`src/rtl/panel_switch_and_knob_decoder_assert.svh`:
```
// Assertion macros shared by the panel decoder RTL.
// Needs clk_i and rst_ni in the scope of each use.
`ifndef PANEL_SWITCH_AND_KNOB_DECODER_ASSERT_SVH
`define PANEL_SWITCH_AND_KNOB_DECODER_ASSERT_SVH

// Same-cycle implication, checked out of reset
`define PSK_ASSERT_NOW(label, ante, cons) \
  label: assert property (@(posedge clk_i) disable iff (!rst_ni) (ante) |-> (cons)) \
    else $error("psk: same-cycle check failed");

// Next-cycle implication, checked out of reset
`define PSK_ASSERT_NEXT(label, ante, cons) \
  label: assert property (@(posedge clk_i) disable iff (!rst_ni) (ante) |=> (cons)) \
    else $error("psk: next-cycle check failed");

`endif

```
`src/rtl/psk_pkg.sv`:
```
// Package for the panel switch and knob decoder: constants, types, Gray-code helpers.
// No dependencies.
package psk_pkg;

  // Quadrature phase codes, phase = {A, B}
  localparam logic [1:0] PH_00 = 2'b00;
  localparam logic [1:0] PH_01 = 2'b01;
  localparam logic [1:0] PH_11 = 2'b11;
  localparam logic [1:0] PH_10 = 2'b10;

  localparam logic [3:0] STEP_THRESHOLD_RESET = 4'd4;

  // Control to each knob decoder
  typedef struct packed {
    logic       en;   // a scan moves into the result register
    logic [3:0] thr;  // step threshold
  } knob_ctrl_t;

  // Clockwise successor: 00 -> 01 -> 11 -> 10 -> 00
  function automatic logic [1:0] cw_next(input logic [1:0] ph);
    logic [1:0] nx;
    case (ph)
      PH_00:   nx = PH_01;
      PH_01:   nx = PH_11;
      PH_11:   nx = PH_10;
      PH_10:   nx = PH_00;
      default: nx = PH_00;
    endcase
    return nx;
  endfunction

  // +1 clockwise step, -1 anticlockwise, 0 for no change or a double jump
  function automatic logic signed [1:0] gray_delta(input logic [1:0] from_ph,
                                                   input logic [1:0] to_ph);
    logic signed [1:0] d;
    if (cw_next(from_ph) == to_ph) begin
      d = 2'sd1;
    end else if (cw_next(to_ph) == from_ph) begin
      d = -2'sd1;
    end else begin
      d = 2'sd0;
    end
    return d;
  endfunction

endpackage

```
`src/rtl/psk_knob.sv`:
```
// One quadrature knob: phase, step count and position state.
// Depends on psk_pkg and panel_switch_and_knob_decoder_assert.svh.
`include "panel_switch_and_knob_decoder_assert.svh"

module psk_knob #(
  parameter int POSITIONS = 8
) (
  input  logic                    clk_i,
  input  logic                    rst_ni,
  input  psk_pkg::knob_ctrl_t     ctrl_i,
  input  logic [1:0]              phase_i,
  output logic [((POSITIONS > 1) ? $clog2(POSITIONS) : 1)-1:0] pos_next_o
);

  localparam int PosW = (POSITIONS > 1) ? $clog2(POSITIONS) : 1;

  logic [1:0]          phase_q;
  logic signed [5:0]   cnt_q, cnt_d, cnt_sum;
  logic [PosW-1:0]     pos_q, pos_d;
  logic [PosW:0]       pos_inc;
  logic signed [5:0]   thr_s;

  // Count the Gray step, then step the position once the count passes the threshold
  always_comb begin
    thr_s   = $signed({2'b00, ctrl_i.thr});
    cnt_sum = cnt_q + 6'(psk_pkg::gray_delta(phase_q, phase_i));
    pos_inc = {1'b0, pos_q} + (PosW+1)'(1);
    cnt_d   = cnt_sum;
    pos_d   = pos_q;
    if (cnt_sum > thr_s) begin
      cnt_d = '0;
      pos_d = (pos_inc >= (PosW+1)'(POSITIONS)) ? '0 : pos_inc[PosW-1:0];
    end else if (cnt_sum < -thr_s) begin
      cnt_d = '0;
      pos_d = (pos_q == '0) ? PosW'(POSITIONS - 1) : pos_q - PosW'(1);
    end
  end

  assign pos_next_o = pos_d;

  // Knob state
  always_ff @(posedge clk_i or negedge rst_ni) begin
    if (!rst_ni) begin
      phase_q <= psk_pkg::PH_00;
      cnt_q   <= '0;
      pos_q   <= '0;
    end else if (ctrl_i.en) begin
      phase_q <= phase_i;
      cnt_q   <= cnt_d;
      pos_q   <= pos_d;
    end
  end

  `PSK_ASSERT_NOW(a_cnt_range, 1'b1, (cnt_q <= 6'sd16) && (cnt_q >= -6'sd16))
  `PSK_ASSERT_NOW(a_pos_range, 1'b1, ({1'b0, pos_q} < (PosW+1)'(POSITIONS)))
  `PSK_ASSERT_NEXT(a_pos_hold, !ctrl_i.en, $stable(pos_q) && $stable(cnt_q))

endmodule

```
`src/rtl/panel_switch_and_knob_decoder.sv`:
```
// Top level of the panel switch and knob decoder.
// Depends on psk_pkg, psk_knob and panel_switch_and_knob_decoder_assert.svh.
//
//  channel | handshake                  | payload
//  --------+----------------------------+----------------------------------------
//  in      | in_valid_i / in_stall_o    | matrix_row_0_i, _1_i, _2_i
//  out     | out_valid_o / out_stall_i  | sw_word_o ... button_presses_o
//  cfg     | cfg_valid_i / cfg_ready_o  | cfg_data_i (step threshold)
//
// A scan is captured in the input register; the decode logic and the knob state
// update then write the result register, from which the result is taken. One scan
// per cycle is sustained while out_stall_i is low.
// Reset clears edge history, knob state and valids and sets the threshold to 4.
// A stall on the output holds both registers and raises in_stall_o only while
// the input register is occupied.
`include "panel_switch_and_knob_decoder_assert.svh"

module panel_switch_and_knob_decoder #(
  parameter int KNOB1_POSITIONS = 8,
  parameter int KNOB2_POSITIONS = 4
) (
  input  logic        clk_i,
  input  logic        rst_ni,
  // scan input
  input  logic        in_valid_i,
  output logic        in_stall_o,
  input  logic [11:0] matrix_row_0_i,
  input  logic [11:0] matrix_row_1_i,
  input  logic [11:0] matrix_row_2_i,
  // result output
  output logic        out_valid_o,
  input  logic        out_stall_i,
  output logic [21:0] sw_word_o,
  output logic [7:0]  control_levels_o,
  output logic [7:0]  control_rising_o,
  output logic [7:0]  control_falling_o,
  output logic [2:0]  knob1_position_o,
  output logic [1:0]  knob2_position_o,
  output logic [1:0]  button_levels_o,
  output logic [1:0]  button_presses_o,
  // configuration
  input  logic        cfg_valid_i,
  output logic        cfg_ready_o,
  input  logic [3:0]  cfg_data_i
);

  localparam int K1W = (KNOB1_POSITIONS > 1) ? $clog2(KNOB1_POSITIONS) : 1;
  localparam int K2W = (KNOB2_POSITIONS > 1) ? $clog2(KNOB2_POSITIONS) : 1;

  logic        s1_valid_q, out_valid_q;
  logic [11:0] row0_q, row1_q, row2_q;
  logic        out_adv, s1_move, in_take;
  logic [3:0]  thr_q;
  logic [7:0]  ctl_prev_q, ctl_d;
  logic [1:0]  btn_prev_q, btn_d;
  psk_pkg::knob_ctrl_t knob_ctrl;
  logic [K1W-1:0] k1_pos_next;
  logic [K2W-1:0] k2_pos_next;

  // Handshake: result register frees when empty or taken
  assign out_adv    = !out_valid_q || !out_stall_i;
  assign s1_move    = s1_valid_q && out_adv;
  assign in_stall_o = s1_valid_q && !out_adv;
  assign in_take    = in_valid_i && !in_stall_o;
  assign out_valid_o = out_valid_q;
  assign cfg_ready_o = 1'b1;

  // Valid flags, edge history and threshold
  always_ff @(posedge clk_i or negedge rst_ni) begin
    if (!rst_ni) begin
      s1_valid_q  <= 1'b0;
      out_valid_q <= 1'b0;
      ctl_prev_q  <= '0;
      btn_prev_q  <= '0;
      thr_q       <= psk_pkg::STEP_THRESHOLD_RESET;
    end else begin
      if (in_take) begin
        s1_valid_q <= 1'b1;
      end else if (s1_move) begin
        s1_valid_q <= 1'b0;
      end
      if (out_adv) begin
        out_valid_q <= s1_valid_q;
      end
      if (s1_move) begin
        ctl_prev_q <= ctl_d;
        btn_prev_q <= btn_d;
      end
      if (cfg_valid_i) begin
        thr_q <= cfg_data_i;
      end
    end
  end

  // Input register
  always_ff @(posedge clk_i) begin
    if (in_take) begin
      row0_q <= matrix_row_0_i;
      row1_q <= matrix_row_1_i;
      row2_q <= matrix_row_2_i;
    end
  end

  // Decode of the registered scan
  assign ctl_d = ~row2_q[7:0];
  assign btn_d = row1_q[11:10];

  assign knob_ctrl.en  = s1_move;
  assign knob_ctrl.thr = thr_q;

  psk_knob #(
    .POSITIONS(KNOB1_POSITIONS)
  ) u_knob1 (
    .clk_i      (clk_i),
    .rst_ni     (rst_ni),
    .ctrl_i     (knob_ctrl),
    .phase_i    ({row2_q[8], row2_q[9]}),
    .pos_next_o (k1_pos_next)
  );

  psk_knob #(
    .POSITIONS(KNOB2_POSITIONS)
  ) u_knob2 (
    .clk_i      (clk_i),
    .rst_ni     (rst_ni),
    .ctrl_i     (knob_ctrl),
    .phase_i    ({row2_q[10], row2_q[11]}),
    .pos_next_o (k2_pos_next)
  );

  // Result register
  always_ff @(posedge clk_i) begin
    if (s1_move) begin
      sw_word_o         <= {row1_q[9:0], row0_q};
      control_levels_o  <= ctl_d;
      control_rising_o  <= ctl_d & ~ctl_prev_q;
      control_falling_o <= ~ctl_d & ctl_prev_q;
      knob1_position_o  <= 3'(k1_pos_next);
      knob2_position_o  <= 2'(k2_pos_next);
      button_levels_o   <= btn_d;
      button_presses_o  <= btn_d & ~btn_prev_q;
    end
  end

  `PSK_ASSERT_NOW(a_stall_needs_item, in_stall_o, s1_valid_q && out_valid_q)
  `PSK_ASSERT_NEXT(a_move_fills_out, s1_move, out_valid_q)
  `PSK_ASSERT_NEXT(a_cfg_written, cfg_valid_i, thr_q == $past(cfg_data_i))
  `PSK_ASSERT_NEXT(a_edge_hist, s1_move, ctl_prev_q == control_levels_o)

endmodule

```
`config.mk`:
```
export PLATFORM = sky130hd
export DESIGN_NAME = panel_switch_and_knob_decoder
export DESIGN_NICKNAME = d
export VERILOG_FILES = /design/src/rtl/psk_pkg.sv /design/src/rtl/psk_knob.sv /design/src/rtl/panel_switch_and_knob_decoder.sv
export VERILOG_INCLUDE_DIRS = /design/src /design/src/rtl
export SDC_FILE = /design/constraint.sdc
export NUM_CORES = 1
export LEC_CHECK = 0
export ABC_AREA = 1
export BUFFER_PORTS_ARGS = -buffer_cell sky130_fd_sc_hd__clkbuf_2
export CORE_ASPECT_RATIO = 2
export CORE_MARGIN = 2
export CORE_UTILIZATION = 40
export CTS_CLUSTER_SIZE = 30
export DETAILED_ROUTE_END_ITERATION = 6
export PLACE_DENSITY_LB_ADDON = 0.05
export SYNTH_ARGS = -nofsm -noshare
export SYNTH_HDL_FRONTEND = slang
export SYNTH_SLANG_ARGS = --single-unit
```
`constraint.sdc`:
```
create_clock -name clk_i -period 5 [get_ports clk_i]
set_input_delay 1 -clock clk_i [delete_from_list [all_inputs] [get_ports clk_i]]
set_output_delay 1 -clock clk_i [all_outputs]
set_load 0.005 [all_outputs]
```
==> results.md <==
- Across all setup checks in the final design, the least slack found is 1.479 ns.
- The proportion of synthesized flip-flops having asynchronous set or reset is 28.91%.
- STA classifies the critical path endpoint as a register.
- The portion of total power attributed to the clock network is 31.3%.
- The root buffer cell is sky130_fd_sc_hd__clkbuf_16.
- The number of antenna diodes in the final layout is 0.
- The global routing met2 resource utilization is 23.35%.
- The layout cell share with drive strength beyond 1 is 25.99%.
- The portion of synthesized cell area occupied by the leading cell type is 49.14%.
- The area growth from synthesis to layout is 23.18%.
- The last weighted congestion value of the routability-driven placer is 0.8139.
- The clock-pin slew on the worst setup and hold paths is 0.06 ns.
- At the worst endpoint, the required time is 5.32 ns.
- In the final timing run, aggregate negative setup slack is 0 ns.
- Data on the critical path arrives at its endpoint at 3.84 ns.
- The aggregate global routing overflow is 0.
- Net switching is 34.14% of the power.
- The post-synthesis cell type count is 29.
- For this design, the slowest cell found on the critical path is sky130_fd_sc_hd__edfxtp_1.
- The timing-limited maximum frequency is 284.0 MHz.
- Clock tree synthesis found a total of 128 sinks.
- In this run the remaining antenna-violating nets after routing total 0.
- The worst-case hold path end point is sw_word_o[0].
- The final wirelength is 10,030 um.
- IR analysis of the VDD net gives a maximum drop of 408.9 uV.
- The die boundary width is 87.37 um.
- In this run the power spent charging and discharging nets is 1.344 mW.
- Setup violations remaining at the end of the flow were counted as 0.
- Global routing consumed, on the met1 layer, 17.06% of the routing resources.
- The worst reg-to-reg path cell count is 22.
- The worst register-to-register path begins at row2_q[9].
- The non-filler instance count after layout is 765.
- The first global-routing pass estimated 16,430 um of wire.
- The post-CTS setup buffer count is 0.
- The largest clock skew in the final design is 0.009446 ns.
- The largest single stage delay on the critical path is 0.40 ns.
- For this run, global-route usage on met3 was measured as 3.956%.
- The startpoint of the most critical hold path is row0_q[0].
- By startpoint and endpoint, the worst setup path is classified as reg -> reg.
- The final number of hold-violating endpoints is 0.
- The number of antenna violations at the first check in global routing is 0.
- The combinational cell fraction of total power is 31.6%.
- The floorplan has 61 rows.
- The die is 170.7 um tall.
- The total standard cell area after synthesis is 0.005560 mm2.
- The number of placed instances with taps included is 733.
- Synthesis produced a netlist with a net count of 558.
- The layer flagged by global routing as most heavily used is met2.
- At the pin with the least slew margin, the transition time is 1.047 ns.
- After synthesis, the cell types taking the most area are sky130_fd_sc_hd__edfxtp_1 49%, sky130_fd_sc_hd__dfrtp_1 16%, sky130_fd_sc_hd__nand2_1 7.9%.
- Counting flops with a built-in enable in the synthesized netlist gives 91.
- The remaining routing DRC violations is 0.
- The cell that appears most often on the critical path is sky130_fd_sc_hd__nand2_1.
- The gate count of the mapped netlist is 478.
- Of all nets on the critical path, the largest fanout is 5.
- Dividing the final minimum period by the clock period gives 70.42%.
- The hold path depth is 0.
- The area of the die is 0.01492 mm2.
- Setup repair after global routing left no endpoint under its margin.
- The number of buffer cells added on primary ports is 101.
- The net count reported at finish is 675.
- The part of the power in registers is 37.1%.
- Sequential cells were found to cover 65.82% of the synthesized design area.
- After synthesis, the mean cell area works out to 11.63 um2.
- The leakage power summed over all cells is 3.274 nW.
- The max-capacitance violation count is 0.
- The post-detailed-route wirelength per cell is 13.12 um.
- The run finished with clean final reports.
- Gates resized during post-CTS repair numbered 0.
- The number of warning messages in the yosys log is 0.
- The signal on the critical path passes through xnor2_1, nand2_2, inv_1, ha_1, a21oi_1, o21ai_1, nand2_1, nand2_1, nand2_1, nand2_1, nand2_4, nand2_1, ha_1, nand2_1, inv_1, nand3_1, o211a_1, nand2_1, nand2_1, nor2_1, nand2_1, o22ai_1.
- Measured against its own limit, the worst slew margin works out to 30.22%.
- The min-delay analysis places its worst path in the category reg -> reg.
- The biggest area contributor in the post-synthesis netlist is sky130_fd_sc_hd__edfxtp_1.
- The internal power summed over all cells is 2.592 mW.
- For this design, the CTS-stage hold fixing added 0 buffers.
- The number of buffers created by CTS is 17.
- The leading register cell type out of synthesis is sky130_fd_sc_hd__edfxtp_1.
- In this run the cell area measured after placement is 0.006255 mm2.
- The final design instance area without fill is 0.006849 mm2.
- The worst setup path is launched from a register.
- Prior to clock tree synthesis, the placed netlist has a worst setup slack of 1.429 ns.
- The power density over cell area is 574.7 mW/mm2.
- Across all register-to-register paths, the minimum setup slack is 1.48 ns.
- In this run the count of I/O pins placed on the die edge is 103.
- The number of global-route vias before repair is 3,551.
- After the first detailed-routing iteration, the DRC count stood at 102.
- The CTS tree is done.
- The worst path in the final design needs a cycle of 3.521 ns, including I/O delays and setup.
- The global router's overall resource usage is 14.35%.
- The total via count after detailed routing is 3,507.
- The H-tree was split into 4 levels.
- The longest clock path from root to sink contains 2 buffers.
- The final hold slack is 0.4176 ns.
- The initial core utilization is 40.47%.
- The max-slew violation total from the final report is 0.
- The end of the worst register-to-register path is u_knob1.cnt_q[1].
- The floorplan core area is 0.01374 mm2.
- Entering global routing, the biggest net connects 49 pins.
- The flop and latch count out of synthesis is 128.
- In the routed layout, each cell is associated on average with a via count of 4.584.
- The source-to-sink clock delay at the later pin of the worst-skew pair is 0.41 ns.
- The detailed-routing iteration count for the pre-antenna-repair pass is 4.
- The wire-length estimate of the detail-placed layout is 6960 um.
==> flip-flops by register name, indices dropped and copies added (netlist names), 3 cells and up <==
signal and count:
ctl_prev_q 8, control_rising_o 8, u_knob2.cnt_q 6, row2_q 12
u_knob1.cnt_q 6, thr_q 4, control_falling_o 8, control_levels_o 8
row0_q 12, knob1_position_o 3, u_knob1.pos_q 3, sw_word_o 22
row1_q 12
==> worst max path at each step <==
stage                           to  startpoint  cells past startpoint  slack [ns]
6_report          u_knob1.cnt_q[1]   row2_q[9]                     22        1.48
5_1_grt           u_knob1.cnt_q[1]   row2_q[9]                     22        1.07
4_1_cts           u_knob1.cnt_q[1]   row2_q[9]                     22        1.42
3_5_place_dp      u_knob1.cnt_q[1]   row2_q[9]                     22        1.43
3_3_place_gp      u_knob1.cnt_q[1]   row2_q[9]                     22        1.58
2_1_floorplan  knob1_position_o[1]   row2_q[9]                     23        1.88
==> placed cells by master (no fill, tap or decap), types with 2 or more instances in the layout <==
master / count
sky130_fd_sc_hd__a21oi_1: 11
sky130_fd_sc_hd__and2_1: 2
sky130_fd_sc_hd__buf_4: 3
sky130_fd_sc_hd__bufinv_16: 2
sky130_fd_sc_hd__clkbuf_16: 17
sky130_fd_sc_hd__clkbuf_2: 101
sky130_fd_sc_hd__clkinv_4: 2
sky130_fd_sc_hd__dfrtp_1: 36
sky130_fd_sc_hd__edfxtp_1: 91
sky130_fd_sc_hd__fa_1: 2
sky130_fd_sc_hd__ha_1: 33
sky130_fd_sc_hd__inv_1: 71
sky130_fd_sc_hd__inv_2: 4
sky130_fd_sc_hd__inv_6: 6
sky130_fd_sc_hd__inv_8: 2
sky130_fd_sc_hd__nand2_1: 117
sky130_fd_sc_hd__nand2_2: 8
sky130_fd_sc_hd__nand3_1: 17
sky130_fd_sc_hd__nand3_2: 4
sky130_fd_sc_hd__nand4_1: 3
sky130_fd_sc_hd__nor2_1: 15
sky130_fd_sc_hd__o21ai_0: 27
sky130_fd_sc_hd__o21ai_1: 9
sky130_fd_sc_hd__o22ai_1: 2
sky130_fd_sc_hd__xnor2_1: 7
sky130_fd_sc_hd__xor2_1: 4
sky130_fd_sc_hd__xor2_2: 2
==> per-layer routing <==
layer | part of all wire (%) | routed length (um) | up-vias
met4 | 2.1 | 210 | 0
met1 | 43 | 4339 | 1601
li1 | - | - | 1817
met2 | 50 | 5002 | 77
met5 | 0 | 0 | -
met3 | 4.8 | 481 | 12
==> power groups by stage <==
stage	Clock (mW)	Combinational (mW)	Sequential, mW
floorplan	0	0.929	1.47
global placement	0	1.25	1.48
detailed placement	0	1.26	1.48
CTS	1.27	1.27	1.46
global route	1.31	1.48	1.48
finish	1.23	1.24	1.46
==> cell usage after synthesis, types with 4 or more instances <==
cell and n:
sky130_fd_sc_hd__a21oi_1 11, sky130_fd_sc_hd__clkbuf_1 4, sky130_fd_sc_hd__dfrtp_1 36, sky130_fd_sc_hd__edfxtp_1 91
sky130_fd_sc_hd__ha_1 33, sky130_fd_sc_hd__inv_1 72, sky130_fd_sc_hd__nand2_1 117, sky130_fd_sc_hd__nand2_2 8
sky130_fd_sc_hd__nand3_1 17, sky130_fd_sc_hd__nand3_2 4, sky130_fd_sc_hd__nor2_1 15, sky130_fd_sc_hd__o21ai_0 27
sky130_fd_sc_hd__o21ai_1 9, sky130_fd_sc_hd__xnor2_1 7, sky130_fd_sc_hd__xor2_1 4
==> layout make-up <==
class	instances	area [um2]
inverter	75	281.5
timing repair buffer	104	528.0
clock inverter	15	168.9
clock buffer	17	425.4
sequential	128	3660
fill	1278	6889
multi-input combinational	269	1589
tap	157	196.4
==> critical path, delay by kind of cell (launching register included) <==
family / cells / cell delay, ns
compound gates: 4 / 0.59
simple gates: 13 / 1.33
buf+inv: 2 / 0.21
flops: 1 / 0.40
fa+ha+maj: 2 / 0.63
xor+xnor: 1 / 0.29
==> metrics by stage <==
stage               util (%)  power (mW)
floorplan                  -       2.399
global placement       45.53       2.729
detailed placement     45.53       2.745
CTS                    49.85       4.001
global route           49.85       4.270
finish                 49.85       3.936
==> cell families after synthesis <==
kind of cell	share of synthesized area [%]
XOR/XNOR	2.318
other	0.06744
adder cells (fa/ha/maj)	8.146
flip-flops	65.82
buffers and inverters	5.603
AO/OA/AOI/OAI	4.793
AND/OR/NAND/NOR	13.25
No activity file was read; power rests on OpenSTA's default activity.
